===== config.mk =====
export PLATFORM = sky130hd
export DESIGN_NAME = rtsp_interleaved_deframer_unit
export DESIGN_NICKNAME = d
export VERILOG_FILES = /design/src/rtl/rtsp_id_pkg.sv /design/src/rtl/rtsp_id_digits.sv /design/src/rtl/rtsp_id_parser.sv /design/src/rtl/rtsp_interleaved_deframer_unit.sv
export VERILOG_INCLUDE_DIRS = /design/src /design/src/rtl
export SDC_FILE = /design/constraint.sdc
export NUM_CORES = 1
export LEC_CHECK = 0
export BUFFER_PORTS_ARGS = -buffer_cell sky130_fd_sc_hd__buf_2
export CAP_MARGIN = 40
export CORE_ASPECT_RATIO = 1.25
export CORE_MARGIN = 2
export CORE_UTILIZATION = 55
export DETAILED_ROUTE_END_ITERATION = 10
export PLACE_DENSITY_LB_ADDON = 0.08
export SLEW_MARGIN = 20
export SYNTH_ARGS = -nofsm -noshare
export SYNTH_HDL_FRONTEND = slang
export SYNTH_SLANG_ARGS = --single-unit

===== constraint.sdc =====
create_clock -name clk -period 7.37 [get_ports clk]
set_input_delay 0.737 -clock clk [delete_from_list [all_inputs] [get_ports clk]]
set_output_delay 0.737 -clock clk [all_outputs]
set_load 0.05 [all_outputs]

===== src/rtl/rtsp_interleaved_deframer_unit_assert.svh =====
// Assertion macros used by the deframer top level.
`ifndef RTSP_INTERLEAVED_DEFRAMER_UNIT_ASSERT_SVH
`define RTSP_INTERLEAVED_DEFRAMER_UNIT_ASSERT_SVH

// Same-cycle implication, sampled on clk, off during rst.
`define RTSP_ID_ASSERT_NOW(lbl, ante, cons, msg) \
  lbl: assert property (@(posedge clk) disable iff (rst) (ante) |-> (cons)) else $error(msg);

// Next-cycle implication, sampled on clk, off during rst.
`define RTSP_ID_ASSERT_NEXT(lbl, ante, cons, msg) \
  lbl: assert property (@(posedge clk) disable iff (rst) (ante) |=> (cons)) else $error(msg);

`endif


===== src/rtl/rtsp_id_pkg.sv =====
// Types, character codes and the line-content step of the RTSP deframer.
`default_nettype none
package rtsp_id_pkg;

  localparam int BODY_LEN_W = 24;

  localparam logic [7:0] CH_TAB    = 8'h09;
  localparam logic [7:0] CH_LF     = 8'h0A;
  localparam logic [7:0] CH_CR     = 8'h0D;
  localparam logic [7:0] CH_SPACE  = 8'h20;
  localparam logic [7:0] CH_DOLLAR = 8'h24;
  localparam logic [7:0] CH_PLUS   = 8'h2B;
  localparam logic [7:0] CH_ZERO   = 8'h30;
  localparam logic [7:0] CH_NINE   = 8'h39;
  localparam logic [7:0] CH_COLON  = 8'h3A;
  localparam logic [7:0] CH_UPPER_A = 8'h41;
  localparam logic [7:0] CH_UPPER_Z = 8'h5A;
  localparam logic [7:0] CASE_OFFSET = 8'h20;

  localparam logic [4:0] KEY_LEN = 5'd14;
  localparam logic [4:0] KEY_BAD = 5'd31;

  localparam logic [3:0] ROLE_RTP_PREFIX  = 4'd0;
  localparam logic [3:0] ROLE_RTP_PAYLOAD = 4'd1;
  localparam logic [3:0] ROLE_METHOD      = 4'd2;
  localparam logic [3:0] ROLE_URL         = 4'd3;
  localparam logic [3:0] ROLE_VERSION     = 4'd4;
  localparam logic [3:0] ROLE_KEY         = 4'd5;
  localparam logic [3:0] ROLE_VALUE       = 4'd6;
  localparam logic [3:0] ROLE_BODY        = 4'd7;
  localparam logic [3:0] ROLE_DELIM       = 4'd8;
  localparam logic [3:0] ROLE_SKIPPED     = 4'd9;

  localparam logic [2:0] VERDICT_NONE    = 3'd0;
  localparam logic [2:0] VERDICT_REQUEST = 3'd1;
  localparam logic [2:0] VERDICT_HEADER  = 3'd2;
  localparam logic [2:0] VERDICT_SKIPPED = 3'd3;
  localparam logic [2:0] VERDICT_BLANK   = 3'd4;

  localparam logic [1:0] SPACE_BAD = 2'd3;

  typedef struct packed {
    logic       at_line_start;
    logic [1:0] space_count;
    logic       segment_nonempty;
    logic       colon_seen;
    logic [4:0] key_idx;
  } line_t;

  localparam line_t LINE_RESET = '{at_line_start: 1'b1, space_count: 2'd0,
                                   segment_nonempty: 1'b0, colon_seen: 1'b0,
                                   key_idx: 5'd0};

  typedef struct packed {
    line_t      line;
    logic [3:0] role;
  } line_step_t;

  typedef struct packed {
    logic clear;
    logic cr_pre;
    logic char_step;
  } digit_ctrl_t;

  typedef struct packed {
    logic [7:0]            byte_value;
    logic [3:0]            byte_role;
    logic [7:0]            rtp_channel;
    logic [15:0]           rtp_length;
    logic [2:0]            line_verdict;
    logic [BODY_LEN_W-1:0] body_length;
    logic                  length_saturated;
    logic                  message_done;
    logic                  frame_done;
  } result_t;

  // Lower-case text of the content-length key.
  function automatic logic [7:0] key_char(logic [4:0] idx);
    logic [7:0] c;
    case (idx)
      5'd0:    c = 8'h63;
      5'd1:    c = 8'h6F;
      5'd2:    c = 8'h6E;
      5'd3:    c = 8'h74;
      5'd4:    c = 8'h65;
      5'd5:    c = 8'h6E;
      5'd6:    c = 8'h74;
      5'd7:    c = 8'h2D;
      5'd8:    c = 8'h6C;
      5'd9:    c = 8'h65;
      5'd10:   c = 8'h6E;
      5'd11:   c = 8'h67;
      5'd12:   c = 8'h74;
      5'd13:   c = 8'h68;
      default: c = 8'h00;
    endcase
    return c;
  endfunction

  // Advance key match and request-line split by one content character.
  function automatic line_step_t content_char(line_t s, logic [7:0] ch, logic req_stage);
    line_step_t r;
    logic [7:0] lc;
    r.line = s;
    lc = (ch >= CH_UPPER_A && ch <= CH_UPPER_Z) ? ch + CASE_OFFSET : ch;
    if (!s.colon_seen) begin
      if (ch == CH_COLON) begin
        r.line.colon_seen = 1'b1;
        r.role = (s.key_idx == 5'd0) ? ROLE_SKIPPED : ROLE_DELIM;
      end else begin
        if (s.key_idx < KEY_LEN && lc == key_char(s.key_idx)) begin
          r.line.key_idx = s.key_idx + 5'd1;
        end else begin
          r.line.key_idx = KEY_BAD;
        end
        r.role = ROLE_KEY;
      end
    end else begin
      r.role = (s.key_idx == 5'd0) ? ROLE_SKIPPED : ROLE_VALUE;
    end
    if (req_stage && s.space_count != SPACE_BAD) begin
      if (ch == CH_SPACE && s.space_count < 2'd2) begin
        if (s.segment_nonempty) begin
          r.line.space_count      = s.space_count + 2'd1;
          r.line.segment_nonempty = 1'b0;
          r.role                  = ROLE_DELIM;
        end else begin
          r.line.space_count = SPACE_BAD;
        end
      end else begin
        r.line.segment_nonempty = 1'b1;
        r.role                  = ROLE_METHOD + {2'b00, s.space_count};
      end
    end
    r.line.at_line_start = 1'b0;
    return r;
  endfunction

endpackage
`default_nettype wire


===== src/rtl/rtsp_id_digits.sv =====
// Decimal content-length value parser with saturation.
`default_nettype none
module rtsp_id_digits #(
  parameter int LEN_BITS = 24
) (
  input  wire                        clk,
  input  wire                        rst,
  input  wire  [7:0]                 ch,
  input  wire rtsp_id_pkg::digit_ctrl_t ctrl,
  output logic [LEN_BITS-1:0]        acc,
  output logic                       overflow
);

  localparam int WIDE_W = LEN_BITS + 4;

  typedef enum logic [1:0] {DG_IDLE, DG_SIGN, DG_DIGITS, DG_DONE} phase_t;

  phase_t              phase;
  phase_t              phase_mid;
  phase_t              phase_next;
  logic [LEN_BITS-1:0] acc_next;
  logic                overflow_next;
  logic                is_digit;
  logic                is_blank;
  logic [WIDE_W-1:0]   acc_wide;
  logic [WIDE_W-1:0]   times_ten;

  assign is_digit = ch >= rtsp_id_pkg::CH_ZERO && ch <= rtsp_id_pkg::CH_NINE;
  assign is_blank = ch == rtsp_id_pkg::CH_SPACE ||
                    (ch >= rtsp_id_pkg::CH_TAB && ch <= rtsp_id_pkg::CH_CR);
  assign acc_wide  = WIDE_W'(acc);
  assign times_ten = (acc_wide << 3) + (acc_wide << 1) + WIDE_W'(ch[3:0]);

  always_comb begin
    // a pending CR ends the value once a sign or digit has begun it, but is skipped before that
    phase_mid = (ctrl.cr_pre && phase != DG_IDLE) ? DG_DONE : phase;
    phase_next    = phase_mid;
    acc_next      = acc;
    overflow_next = overflow;
    if (ctrl.char_step) begin
      case (phase_mid)
        DG_IDLE: begin
          if (!is_blank) begin
            if (ch == rtsp_id_pkg::CH_PLUS) begin
              phase_next = DG_SIGN;
            end else if (is_digit) begin
              acc_next   = LEN_BITS'(ch[3:0]);
              phase_next = DG_DIGITS;
            end else begin
              acc_next   = '0;
              phase_next = DG_DONE;
            end
          end
        end
        DG_SIGN: begin
          if (is_digit) begin
            acc_next   = LEN_BITS'(ch[3:0]);
            phase_next = DG_DIGITS;
          end else begin
            phase_next = DG_DONE;
          end
        end
        DG_DIGITS: begin
          if (is_digit) begin
            if (times_ten[WIDE_W-1:LEN_BITS] != 4'd0) begin
              acc_next      = '1;
              overflow_next = 1'b1;
            end else begin
              acc_next = times_ten[LEN_BITS-1:0];
            end
          end else begin
            phase_next = DG_DONE;
          end
        end
        default: begin
        end
      endcase
    end
    if (ctrl.clear) begin
      phase_next    = DG_IDLE;
      acc_next      = '0;
      overflow_next = 1'b0;
    end
  end

  always_ff @(posedge clk) begin
    if (rst) begin
      phase    <= DG_IDLE;
      acc      <= '0;
      overflow <= 1'b0;
    end else begin
      phase    <= phase_next;
      acc      <= acc_next;
      overflow <= overflow_next;
    end
  end

endmodule
`default_nettype wire


===== src/rtl/rtsp_id_parser.sv =====
// Per-byte parse state: lines, headers, body count and interleaved frames.
`default_nettype none
module rtsp_id_parser #(
  parameter int LEN_BITS = 24
) (
  input  wire                     clk,
  input  wire                     rst,
  input  wire                     step,
  input  wire  [7:0]              ch,
  output rtsp_id_pkg::result_t    res
);

  localparam int BR_W   = (LEN_BITS > 16) ? LEN_BITS : 16;
  localparam int BODY_W = rtsp_id_pkg::BODY_LEN_W;

  typedef enum logic [2:0] {
    ST_REQ     = 3'd0,
    ST_HDR     = 3'd1,
    ST_BODY    = 3'd2,
    ST_FRM_REQ = 3'd4,
    ST_FRM_HDR = 3'd5
  } stage_t;

  stage_t                   stage, stage_next;
  rtsp_id_pkg::line_t       line, line_next;
  logic                     cr, cr_next;
  logic [1:0]               fidx, fidx_next;
  logic [7:0]               chan, chan_next;
  logic [15:0]              flen, flen_next;
  logic [BR_W-1:0]          br, br_next;
  logic [LEN_BITS-1:0]      clen, clen_next;
  logic                     lflag, lflag_next;

  logic [LEN_BITS-1:0]      acc;
  logic                     overflow;
  rtsp_id_pkg::digit_ctrl_t dctl;
  rtsp_id_pkg::digit_ctrl_t dctl_step;
  rtsp_id_pkg::line_step_t  cr_step;
  rtsp_id_pkg::line_step_t  ch_step;
  logic                     is_req;
  logic                     value_active;
  logic [15:0]              flen_full;
  logic [3:0]               role;
  logic [2:0]               verdict;
  logic                     mdone;
  logic                     fdone;

  assign is_req       = stage == ST_REQ;
  assign value_active = line.colon_seen && line.key_idx == rtsp_id_pkg::KEY_LEN;
  assign flen_full    = {flen[15:8], ch};
  assign cr_step      = rtsp_id_pkg::content_char(line, rtsp_id_pkg::CH_CR, is_req);
  assign ch_step      = rtsp_id_pkg::content_char(cr ? cr_step.line : line, ch, is_req);

  always_comb begin
    stage_next = stage;
    line_next  = line;
    cr_next    = cr;
    fidx_next  = fidx;
    chan_next  = chan;
    flen_next  = flen;
    br_next    = br;
    clen_next  = clen;
    lflag_next = lflag;
    role       = rtsp_id_pkg::ROLE_RTP_PREFIX;
    verdict    = rtsp_id_pkg::VERDICT_NONE;
    mdone      = 1'b0;
    fdone      = 1'b0;
    dctl       = '0;
    case (stage)
      ST_FRM_REQ, ST_FRM_HDR: begin
        case (fidx)
          2'd1: begin
            chan_next = ch;
            fidx_next = 2'd2;
          end
          2'd2: begin
            flen_next = {ch, 8'h00};
            fidx_next = 2'd3;
          end
          2'd3: begin
            flen_next = flen_full;
            if (flen_full == 16'd0) begin
              fdone = 1'b1;
            end else begin
              br_next   = BR_W'(flen_full);
              fidx_next = 2'd0;
            end
          end
          default: begin
            role = rtsp_id_pkg::ROLE_RTP_PAYLOAD;
            if (br <= BR_W'(1)) begin
              br_next = '0;
              fdone   = 1'b1;
            end else begin
              br_next = br - BR_W'(1);
            end
          end
        endcase
        if (fdone) begin
          fidx_next  = 2'd0;
          stage_next = (stage == ST_FRM_REQ) ? ST_REQ : ST_HDR;
        end
      end
      ST_BODY: begin
        role = rtsp_id_pkg::ROLE_BODY;
        if (br <= BR_W'(1)) begin
          mdone = 1'b1;
        end else begin
          br_next = br - BR_W'(1);
        end
      end
      default: begin
        if (ch == rtsp_id_pkg::CH_LF && cr) begin
          role = rtsp_id_pkg::ROLE_DELIM;
          if (line.at_line_start) begin
            verdict = rtsp_id_pkg::VERDICT_BLANK;
            if (clen != '0) begin
              br_next    = BR_W'(clen);
              stage_next = ST_BODY;
              line_next  = rtsp_id_pkg::LINE_RESET;
              cr_next    = 1'b0;
              dctl.clear = 1'b1;
            end else begin
              mdone = 1'b1;
            end
          end else begin
            if (is_req && line.space_count == 2'd2) begin
              verdict = rtsp_id_pkg::VERDICT_REQUEST;
            end else if (line.colon_seen && line.key_idx != 5'd0) begin
              verdict = rtsp_id_pkg::VERDICT_HEADER;
              if (value_active) begin
                clen_next  = acc;
                lflag_next = overflow;
              end
            end else begin
              verdict = rtsp_id_pkg::VERDICT_SKIPPED;
            end
            stage_next = ST_HDR;
            line_next  = rtsp_id_pkg::LINE_RESET;
            cr_next    = 1'b0;
            dctl.clear = 1'b1;
          end
        end else if (ch == rtsp_id_pkg::CH_CR) begin
          // a second CR turns the held one into line content
          if (cr) begin
            line_next   = cr_step.line;
            dctl.cr_pre = value_active;
          end
          cr_next = 1'b1;
          role    = rtsp_id_pkg::ROLE_DELIM;
        end else if (!cr && line.at_line_start && ch == rtsp_id_pkg::CH_DOLLAR) begin
          stage_next = is_req ? ST_FRM_REQ : ST_FRM_HDR;
          fidx_next  = 2'd1;
          role       = rtsp_id_pkg::ROLE_RTP_PREFIX;
        end else begin
          dctl.cr_pre    = cr && value_active;
          dctl.char_step = value_active;
          line_next      = ch_step.line;
          cr_next        = 1'b0;
          role           = ch_step.role;
        end
      end
    endcase
    // message end: drop length, return to the request line
    if (mdone) begin
      clen_next  = '0;
      lflag_next = 1'b0;
      br_next    = '0;
      stage_next = ST_REQ;
      line_next  = rtsp_id_pkg::LINE_RESET;
      cr_next    = 1'b0;
      dctl.clear = 1'b1;
    end
  end

  assign dctl_step = step ? dctl : '0;

  rtsp_id_digits #(
    .LEN_BITS (LEN_BITS)
  ) u_digits (
    .clk      (clk),
    .rst      (rst),
    .ch       (ch),
    .ctrl     (dctl_step),
    .acc      (acc),
    .overflow (overflow)
  );

  always_ff @(posedge clk) begin
    if (rst) begin
      stage <= ST_REQ;
      line  <= rtsp_id_pkg::LINE_RESET;
      cr    <= 1'b0;
      fidx  <= 2'd0;
      chan  <= 8'd0;
      flen  <= 16'd0;
      br    <= '0;
      clen  <= '0;
      lflag <= 1'b0;
    end else if (step) begin
      stage <= stage_next;
      line  <= line_next;
      cr    <= cr_next;
      fidx  <= fidx_next;
      chan  <= chan_next;
      flen  <= flen_next;
      br    <= br_next;
      clen  <= clen_next;
      lflag <= lflag_next;
    end
  end

  always_comb begin
    res.byte_value       = ch;
    res.byte_role        = role;
    res.rtp_channel      = chan_next;
    res.rtp_length       = flen_next;
    res.line_verdict     = verdict;
    res.body_length      = BODY_W'(clen_next);
    res.length_saturated = lflag_next;
    res.message_done     = mdone;
    res.frame_done       = fdone;
  end

endmodule
`default_nettype wire


===== src/rtl/rtsp_interleaved_deframer_unit.sv =====
// Top level of the RTSP interleaved deframer: byte stream in, tagged bytes out.
// Usage:
//   Feed the control-connection byte stream on s_axis, one byte per request.
//   Each byte comes back on m_axis with its role, the current interleaved
//   frame channel and length, the line verdict on a closing LF, the content
//   length in force, and message/frame completion flags.
//   Path: an accepted byte is registered in the input register, and its tagged
//   result in the result register as the parser steps, raising m_axis_tvalid.
//   Throughput: one byte per cycle while m_axis_tready is high; all parse state
//   updates are one short pass of logic between the input and result registers.
//   Stall: when m_axis_tready is low with a result waiting, the result register
//   holds, the input register takes one more byte if it is empty, then
//   s_axis_tready drops.
//   Reset (rst, synchronous): both registers empty, parser at the start of a
//   request line, frame channel/length and content length zero.
//   m_axis_tlast marks the last byte of an interleaved frame.
`default_nettype none
`include "rtsp_interleaved_deframer_unit_assert.svh"
module rtsp_interleaved_deframer_unit #(
  parameter int LEN_BITS = 24
) (
  input  wire         clk,
  input  wire         rst,
  input  wire         s_axis_tvalid,
  output logic        s_axis_tready,
  input  wire  [7:0]  s_axis_tdata,   // [7:0] data_byte
  output logic        m_axis_tvalid,
  input  wire         m_axis_tready,
  // [7:0] byte_value, [15:8] rtp_channel, [31:16] rtp_length,
  // [34:32] line_verdict, [58:35] body_length, [59] length_saturated,
  // [60] message_done, [63:61] zero
  output logic [63:0] m_axis_tdata,
  output logic [3:0]  m_axis_tuser,   // [3:0] byte_role
  output logic        m_axis_tlast    // frame_done
);

  // input register
  logic                 in_valid;
  logic [7:0]           in_byte;
  // result register
  logic                 out_valid;
  rtsp_id_pkg::result_t out_res;
  rtsp_id_pkg::result_t res;
  logic                 advance;
  logic                 step;

  // advance the pipe whenever the result slot is free or being drained
  assign advance       = !out_valid || m_axis_tready;
  assign step          = advance && in_valid;
  assign s_axis_tready = !in_valid || advance;

  rtsp_id_parser #(
    .LEN_BITS (LEN_BITS)
  ) u_parser (
    .clk  (clk),
    .rst  (rst),
    .step (step),
    .ch   (in_byte),
    .res  (res)
  );

  always_ff @(posedge clk) begin
    if (rst) begin
      in_valid  <= 1'b0;
      out_valid <= 1'b0;
    end else begin
      if (s_axis_tready) begin
        in_valid <= s_axis_tvalid;
      end
      if (advance) begin
        out_valid <= in_valid;
      end
    end
  end

  // payload: hold unless a new request lands
  always_ff @(posedge clk) begin
    if (s_axis_tvalid && s_axis_tready) begin
      in_byte <= s_axis_tdata;
    end
    if (step) begin
      out_res <= res;
    end
  end

  assign m_axis_tvalid = out_valid;
  assign m_axis_tdata  = {3'b000, out_res.message_done, out_res.length_saturated,
                          out_res.body_length, out_res.line_verdict,
                          out_res.rtp_length, out_res.rtp_channel,
                          out_res.byte_value};
  assign m_axis_tuser  = out_res.byte_role;
  assign m_axis_tlast  = out_res.frame_done;

  `RTSP_ID_ASSERT_NOW(a_done_exclusive, out_valid,
    !(out_res.message_done && out_res.frame_done),
    "message and frame end on one byte")
  `RTSP_ID_ASSERT_NOW(a_verdict_on_delim,
    out_valid && out_res.line_verdict != rtsp_id_pkg::VERDICT_NONE,
    out_res.byte_role == rtsp_id_pkg::ROLE_DELIM,
    "line verdict on a non-delimiter byte")
  `RTSP_ID_ASSERT_NOW(a_frame_end_role, out_valid && out_res.frame_done,
    out_res.byte_role == rtsp_id_pkg::ROLE_RTP_PREFIX ||
    out_res.byte_role == rtsp_id_pkg::ROLE_RTP_PAYLOAD,
    "frame end outside a frame")
  `RTSP_ID_ASSERT_NEXT(a_input_hold, in_valid && !advance,
    in_valid && $stable(in_byte), "stalled input byte lost")

endmodule
`default_nettype wire

==> metrics.txt, run 1 <==
Iteration-0 DRC Markers=803; synth warn=0; first-pass GRT wire length=49,400 microns; Synth Instances=1,299; worst-margin pin slew=896 ps; Min Clock Period, post-route=5210 ps; core area=20,200 sq um; Critical Path Max Stage Delay=540 ps; post-route DRC violation count=0; critical path launch point type=flip-flop; synth unique cells=91; EDFF count, synth=74; vias in the first global route=9,379; clock latency at the later pin of the worst-skew pair=450 ps; Via density=6.09; Final #Nets=1,434; # IOs=83; WP data arrival=5560 ps; cell row count=58; GPL Wtd Cong=0.896; R2R Setup Slk=2160 ps; final setup fails=0; fin crit share=70.8%; Max transition margin=39.8%; Starting Density=56.1%; Die Wd=132 microns; cts hold-fix bufs=0; highest clock rate=0.192 GHz; worst path cell trace=inv_1, ha_1, or3b_2, or4_4, and2_1, ha_1, mux2_1, o221ai_2, or4b_1, o311ai_2, nand3_1, o311a_1, a21oi_4, nor2_1, inv_1, ha_1, nand2b_1, mux2i_1, o32ai_1; HP Class=reg -> reg; Slew Limit Fails=0; Setup Skew=19.3 ps; die area=21,800 sq um; sequential-to-total area share from yosys stat=41.7%; RSZ-0062 raised after global routing=no; post-CTS setup repair buffer count=0; Fin Hold WS=456 ps; Worst Path Required=7710 ps; Placed Cells=1,598; Worst Path Max Fanout=7; Max VDD drop=0.174 mV; initial antenna violation count=0; CTS tree=yes; DRT Pass-1 Iters=5; #FFs+latches synth=199; slowest cell on the critical path=or4b_1; Final ANT Viol Nets=0; PD cells=189 nW/um^2; Setup CP Type=reg -> reg; asr flop ratio synth=0%; Post-Layout Cell Count=1,630; Most used DFF post-synth=dfxtp_1; Clock Sinks=199; Root Buffer=clkbuf_16; WL/cell=18.9 microns; # resized after CTS=0; Final Hold Viols=0; clock-pin transition on the worst setup and hold timing paths=80 ps; total wire length=30,800 microns; Crit path top cell by count=ha_1; design area=12,600 sq um; largest net degree at the start of global routing=63; total track usage=28.6%; Ant. Diodes=0; CTS Buf Count=17; htree depth=4; clock buffer depth=2; area post-placement=12,000 sq um; residual overflow from global routing=0; Syn Area/Cell=8.72 sq um; vias post-DR=9,925; Final HPWL DP=21,800 microns; cell leakage power=0.00507 uW; Fin Setup TNS=0 ps; Syn-to-layout area delta=11.5%; Die Y=164 microns; max cap viols=0; cell area after synthesis=11,300 sq um; PortBufs=79; endpoint type of the worst setup path=flip-flop; outcome=complete, no violations; fraction of layout instances using a drive strength above 1=12.4%
==> where the power goes <==
part           total, uW  internal, uW  switching (uW)  leakage [uW]
clock network        983           474             509      0.000301
registers           1180          1160            19.0       0.00170
logic                224          58.7             165       0.00307
total               2390          1700             693       0.00507
==> stage by stage <==
step | power, uW | util (%) | setup WS [ps]
3_3_place_gp | 1430 | 59.0 | 2290
3_5_place_dp | 1430 | 59.4 | 2230
2_1_floorplan | 1370 | - | 2580
6_report | 2390 | 62.6 | 2160
4_1_cts | 2400 | 62.6 | 2210
5_1_grt | 2460 | 62.6 | 1790
==> flip-flops by register name, summed over array words and instances, names as in the netlist, 2 cells and up, named ones only <==
register	count
u_parser.cr_step	3
u_parser.u_digits.phase	2
u_parser.line	7
u_parser.chan	8
u_parser.stage	3
in_byte	8
u_parser.u_digits.acc	24
m_axis_tuser	4
m_axis_tdata	61
u_parser.br	24
u_parser.flen	16
u_parser.clen	24
u_parser.fidx	2
==> critical path, delay by kind of cell, from the launching register on <==
family	cells	cell delay, ps
buf+inv	2	280
simple gates	7	2110
compound gates	5	1110
flops	1	490
fa+ha+maj	3	880
mux	2	240
==> logic make-up (layout without fill, tap and decap cells) <==
| logic type | count (synthesis) | in the layout | share of synthesized area [%] |
|---|---|---|---|
| buffers and inverters | 119 | 178 | 4.24 |
| AND/OR/NAND/NOR | 486 | 486 | 19.8 |
| multiplexers | 9 | 9 | 0.884 |
| other | 1 | 3 | 0.0331 |
| adder cells (fa/ha/maj) | 75 | 75 | 8.42 |
| AO/OA/AOI/OAI | 373 | 373 | 22.1 |
| flip-flops | 199 | 199 | 41.7 |
| XOR/XNOR | 37 | 37 | 2.86 |
==> routing by layer <==
metal | vias to the layer above | GRT usage (%) | wire length (microns)
li1 | 4835 | - | -
met1 | 4736 | 35.1 | 12800
met2 | 286 | 50.9 | 15500
met3 | 68 | 4.33 | 1530
met4 | 0 | 11.1 | 992
met5 | - | 0 | 0
==> cell usage after synthesis (5+ instances only) <==
| library cell | instances | area, sq um |
|---|---|---|
| a21o_1 | 16 | 120 |
| and2_1 | 8 | 50.1 |
| nand2b_1 | 11 | 68.8 |
| o21ai_0 | 67 | 335 |
| o21bai_1 | 5 | 37.5 |
| nor2b_1 | 7 | 43.8 |
| a22oi_1 | 37 | 278 |
| o211ai_1 | 10 | 75.1 |
| edfxtp_1 | 74 | 2220 |
| clkbuf_1 | 64 | 240 |
| nand2_1 | 189 | 709 |
| ha_1 | 73 | 913 |
| nand4_1 | 14 | 87.6 |
| a21oi_1 | 118 | 591 |
| dfxtp_1 | 125 | 2500 |
| xor2_1 | 13 | 114 |
| nor4_1 | 22 | 138 |
| nand3_1 | 17 | 85.1 |
| a221o_1 | 6 | 60.1 |
| nor2_1 | 140 | 526 |
| buf_1 | 6 | 22.5 |
| xnor2_1 | 24 | 210 |
| a22o_1 | 18 | 158 |
| a211oi_1 | 12 | 90.1 |
| o21ai_1 | 6 | 30.0 |
| nor3b_1 | 6 | 45.0 |
| a31oi_1 | 7 | 43.8 |
| a221oi_1 | 5 | 43.8 |
| nor3_1 | 30 | 150 |
| inv_1 | 38 | 143 |
| nand3b_1 | 6 | 45.0 |
| or3_1 | 8 | 50.1 |
==> final timing paths <==
kind,startpoint,to,cells after the start
setup / recovery,u_parser.line[0],flip-flop,19
hold / removal,u_parser.chan[3],u_parser.chan[3],2
setup reg to reg,u_parser.line[0],flip-flop,19
hold reg to reg,u_parser.chan[3],u_parser.chan[3],2
==> cell usage in the layout, fill, tap and decap left out, drive strengths merged, types with 5 or more instances in the layout <==
| cell type | instances |
|---|---|
| edfxtp | 74 |
| xnor2 | 24 |
| or4 | 5 |
| nor2 | 140 |
| nor3b | 6 |
| o21ai | 74 |
| o211ai | 10 |
| a31oi | 7 |
| o32ai | 5 |
| nand3b | 6 |
| a221oi | 5 |
| nor3 | 30 |
| a21oi | 119 |
| or3 | 8 |
| nand4 | 14 |
| nor2b | 7 |
| ha | 73 |
| a21o | 16 |
| buf | 105 |
| nand3 | 17 |
| o21bai | 5 |
| a22o | 18 |
| a22oi | 37 |
| nor4 | 23 |
| a211oi | 12 |
| clkbuf | 17 |
| a221o | 6 |
| nand2 | 189 |
| clkinv | 8 |
| nand2b | 11 |
| inv | 46 |
| and2 | 9 |
| xor2 | 13 |
| mux2 | 5 |
| dfxtp | 125 |
==> area by class of cell <==
cell class | instances | area (sq um)
clock inverter | 15 | 210
clock buffer | 17 | 425
timing repair buffer | 106 | 637
sequential | 199 | 4720
multi-input combinational | 983 | 6140
tap | 270 | 338
inverter | 40 | 151
fill | 1845 | 7550
Power figures use the tool's default switching activity.
==> run 2, diff against run 1 <==
==> constraint.sdc (replaced) <==
create_clock -name clk -period 5.19 [get_ports clk]
set_input_delay 0.519 -clock clk [delete_from_list [all_inputs] [get_ports clk]]
set_output_delay 0.519 -clock clk [all_outputs]
set_load 0.05 [all_outputs]
==> metrics.txt, run 2 (synthesis results as in run 1) <==
total track usage=29.3%; cts hold-fix bufs=0; Fin Setup TNS=0 ps; vias post-DR=10,000; Clock Sinks=199; Root Buffer=clkbuf_16; Starting Density=56.1%; CP top delay family=simple AND/OR/NAND/NOR gates; DRT Pass-1 Iters=6; RSZ-0062 raised after global routing=no; cell row count=58; Final HPWL DP=21,800 microns; total wire length=31,400 microns; Worst Path Required=5540 ps; Via density=6.11; HP Class=in -> reg; GPL Wtd Cong=0.894; fin crit share=95.1%; Ant. Diodes=0; most common cell after layout, fill and taps aside=nand2_1; Slew Limit Fails=0; commonest cells after routing, fill and taps aside=nand2_1, nor2_1, dfxtp_1; Max VDD drop=0.248 mV; fraction of layout instances using a drive strength above 1=13.1%; Final WS setup=253 ps; Fill cells=1,799; worst path cell trace=inv_1, ha_1, or3b_2, or4_4, and2_1, ha_1, mux2_1, o221ai_2, or4b_1, o311ai_2, nand3_1, o311a_1, a21oi_4, nor2_1, inv_1, ha_1, nand2b_1, mux2i_1, o32ai_1; CTS tree=yes; Setup Skew=21.6 ps; Final Hold Viols=0; Critical Path Max Stage Delay=540 ps; final setup fails=0; R2R Setup Slk=250 ps; residual overflow from global routing=0; Max transition margin=44.4%; clock latency at the later pin of the worst-skew pair=460 ps; Iteration-0 DRC Markers=986; clock-pin transition on the worst setup and hold timing paths=80 ps; outcome=complete, no violations; area occupied by multi-input gates=6140 sq um; PortBufs=79; largest net degree at the start of global routing=52; Worst Path Max Fanout=7; WL/cell=19.1 microns; first-pass GRT wire length=50,500 microns; initial antenna violation count=0; WP data arrival=5290 ps; clock buffer depth=2; CTS Buf Count=17; slowest cell on the critical path=or4b_1; endpoint type of the worst setup path=flip-flop; # IOs=83; Final ANT Viol Nets=0; vias in the first global route=9,406; core area=20,200 sq um; htree depth=4; PD cells=271 nW/um^2; Syn-to-layout area delta=12.1%; pre-CTS setup slack=200 ps; number of flip-flops under the largest register name=61; critical path launch point type=flip-flop; worst-margin pin slew=833 ps; Crit path top cell by count=ha_1; register area=4730 sq um; post-route DRC violation count=0; Crit path buffers/inverters=2; die area=21,800 sq um; Die Wd=132 microns; Min Clock Period, post-route=4940 ps; Die Y=164 microns; highest clock rate=0.203 GHz; cell leakage power=0.00513 uW; Final #Nets=1,445; Setup CP Type=reg -> reg; max cap viols=0
==> run 2: final timing paths <==
| kind | from | to | depth (start not counted) |
|---|---|---|---|
| worst max-delay path | u_parser.line[1] | flip-flop | 19 |
| worst min register to register | u_parser.chan[3] | u_parser.chan[3] | 2 |
| worst min-delay path | s_axis_tdata[4] | in_byte[4] | 1 |
| worst max register to register | u_parser.line[1] | flip-flop | 19 |
==> run 2: layout make-up <==
type / count / share of cell area (%)
multi-input combinational: 983 / 48.4
sequential: 199 / 37.2
timing repair buffer: 117 / 5.50
clock buffer: 17 / 3.35
tap: 270 / 2.66
clock inverter: 15 / 1.70
inverter: 40 / 1.19
==> run 2: power breakdown <==
group	leakage, uW	internal, uW	switching (uW)
Sequential	0.00170	1650	24.4
Clock	0.000310	715	715
Combinational	0.00312	88.9	240
Total	0.00513	2450	979
==> run 2: through the flow <==
step / utilization (%) / instance area [sq um] / cells / hold WS [ps] / power (uW)
after floorplan: - / 11300 / 1301 / 424 / 1940
after global placement: 59.5 / 12000 / 1605 / 438 / 2040
after detailed placement: 59.7 / 12000 / 1608 / 448 / 2040
after CTS: 62.8 / 12700 / 1640 / 238 / 3440
after global routing: 62.9 / 12700 / 1641 / 238 / 3540
final: 62.9 / 12700 / 1641 / 245 / 3430
==> run 2: repair_timing <==
action | CTS | global route
gates resized for setup | 0 | 1
setup buffers | 0 | 0
setup endpoints to repair | 0 | 2
==> run 2: routing by layer <==
layer	vias up	track usage, %	wire, microns
li1	4871	-	-
met1	4753	36.7	13200
met2	331	51.6	15700
met3	67	3.47	1540
met4	0	11.6	1020
met5	-	0	0
==> run 3, diff against run 2 <==
--- a/config.mk
+++ b/config.mk
@@ -8,9 +8,10 @@
 export LEC_CHECK = 0
 export BUFFER_PORTS_ARGS = -buffer_cell sky130_fd_sc_hd__buf_2
 export CAP_MARGIN = 40
+export CELL_PAD_IN_SITES_DETAIL_PLACEMENT = 1
+export CELL_PAD_IN_SITES_GLOBAL_PLACEMENT = 1
 export CORE_ASPECT_RATIO = 1.25
-export CORE_MARGIN = 2
-export CORE_UTILIZATION = 55
+export CORE_UTILIZATION = 47
 export DETAILED_ROUTE_END_ITERATION = 10
 export PLACE_DENSITY_LB_ADDON = 0.08
 export SLEW_MARGIN = 20
==> metrics.txt, run 3 (synthesis results as in run 1) <==
outcome=complete, no violations; clock-pin transition on the worst setup and hold timing paths=70 ps; number of flip-flops under the largest register name=61; CTS Buf Count=17; critical path launch point type=flip-flop; worst path cell trace=inv_1, ha_1, or3b_2, or4_4, and2_1, ha_1, mux2_1, o221ai_2, or4b_1, o311ai_2, nand3_2, o311a_1, a21oi_4, nor2_1, inv_1, ha_1, nand2b_1, mux2i_1, o32ai_1; Min Clock Period, post-route=4890 ps; endpoint type of the worst setup path=flip-flop; largest net degree at the start of global routing=68; DRT Pass-1 Iters=5; first-pass GRT wire length=55,900 microns; WP data arrival=5230 ps; Iteration-0 DRC Markers=605; FF-to-FF path depth=19; Root Buffer=clkbuf_16; Hold Path Origin=s_axis_tdata[2]; total wire length=34,900 microns; Critical Path Max Stage Delay=550 ps; slowest cell on the critical path=or4b_1; RSZ-0062 raised after global routing=no; cts hold-fix bufs=0; core area=23,600 sq um; cell row count=63; Final ANT Viol Nets=0; # IOs=83; clock latency at the later pin of the worst-skew pair=450 ps; Fill cells=2,801; cell leakage power=0.00511 uW; R2R Path Start=u_parser.line[0]; Starting Density=47.9%; htree depth=4; Slew Limit Fails=0; fraction of layout instances using a drive strength above 1=13.1%; Post-Layout Cell Count=1,664; post-route DRC violation count=0; CTS tree=yes; Placed Cells=1,631; most common cell after layout, fill and taps aside=nand2_1; Final Hold Viols=0; Final HPWL DP=25,100 microns; final setup fails=0; Setup Skew=16.2 ps; PortBufs=79; HP Class=in -> reg; Crit path top cell by count=ha_1; commonest cells after routing, fill and taps aside=nand2_1, nor2_1, dfxtp_1; PD cells=267 nW/um^2; Worst Path Max Fanout=7; Ant. Diodes=0; Fin Setup TNS=0 ps; Min-Delay Endpoint=in_byte[2]; worst-margin pin slew=873 ps; Max transition margin=41.4%; number of cells on the worst hold path=1; Die Y=176 microns; die area=24,700 sq um; Max VDD drop=0.207 mV; residual overflow from global routing=0; WL/cell=21.0 microns; clock buffer depth=2; Die Wd=141 microns; Via density=6.12; vias in the first global route=10,400; total track usage=28.9%; post-CTS setup repair buffer count=0; # resized after CTS=0; max cap viols=0; fin crit share=94.2%; Final WS setup=302 ps; vias post-DR=10,200; GPL Wtd Cong=0.900; Setup CP Type=reg -> reg; pre-CTS setup slack=326 ps; highest clock rate=0.205 GHz; initial antenna violation count=0; R2R Setup Slk=300 ps; Clock Sinks=199; Worst Path Required=5530 ps; Final #Nets=1,446; Syn-to-layout area delta=11.9%
==> run 3: changes by cell type in the layout (fill, tap and decap cells not counted), sizes merged <==
cell / before / now
buf: 117 / 118
==> run 3: metal layers <==
| layer | vias to the layer above | GRT usage [%] | routed length, microns |
|---|---|---|---|
| li1 | 4855 | - | - |
| met1 | 5050 | 33.4 | 14700 |
| met2 | 216 | 53.2 | 18000 |
| met3 | 56 | 4.33 | 1270 |
| met4 | 0 | 11.3 | 1030 |
| met5 | - | 0 | 0 |
==> run 3: stage by stage <==
stage          hold WS, ps  instance area (sq um)  power, uW  utilization, %
2_1_floorplan          424                  11300       1940               -
3_3_place_gp           438                  12100       2030            51.0
3_5_place_dp           453                  12100       2040            51.0
4_1_cts                235                  12700       3400            53.5
5_1_grt                238                  12700       3480            53.6
6_report               251                  12700       3380            53.6
==> run 3: worst max path at each step <==
stage                     cells past startpoint        end  slack, ps             start
after global placement                       19  flip-flop        500  u_parser.line[0]
final                                        19  flip-flop        300  u_parser.line[0]
after detailed placement                     19  flip-flop        330  u_parser.line[0]
after floorplan                              21  flip-flop        400  u_parser.line[0]
after global routing                         19  flip-flop         30  u_parser.line[0]
after CTS                                    19  flip-flop        270  u_parser.line[0]
==> run 3: worst max-delay path: cells and delay by family, from the launching register on <==
| family | cells | cell delay [ps] |
|---|---|---|
| muxes | 2 | 240 |
| adders and majority gates | 3 | 850 |
| AOI/OAI and AO/OA | 5 | 1060 |
| buffers and inverters | 2 | 240 |
| DFF | 1 | 330 |
| and+or+nand+nor | 7 | 2070 |
==> run 3: power breakdown <==
group | total [uW] | internal [uW] | switching, uW | leakage (uW)
registers | 1680 | 1650 | 24.8 | 0.00170
clock network | 1380 | 693 | 684 | 0.000295
logic | 331 | 88.5 | 242 | 0.00312
total | 3380 | 2430 | 951 | 0.00511
==> run 3: final cells by class <==
cell class / count / area (sq um) / share of cell area (%)
repair buffers: 118 / 693 / 5.47
clock inverters: 15 / 174 / 1.37
inverters: 40 / 151 / 1.19
clock buffers: 17 / 425 / 3.36
multi-input cells: 983 / 6140 / 48.5
well taps: 292 / 365 / 2.88
flip-flops and latches: 199 / 4720 / 37.3
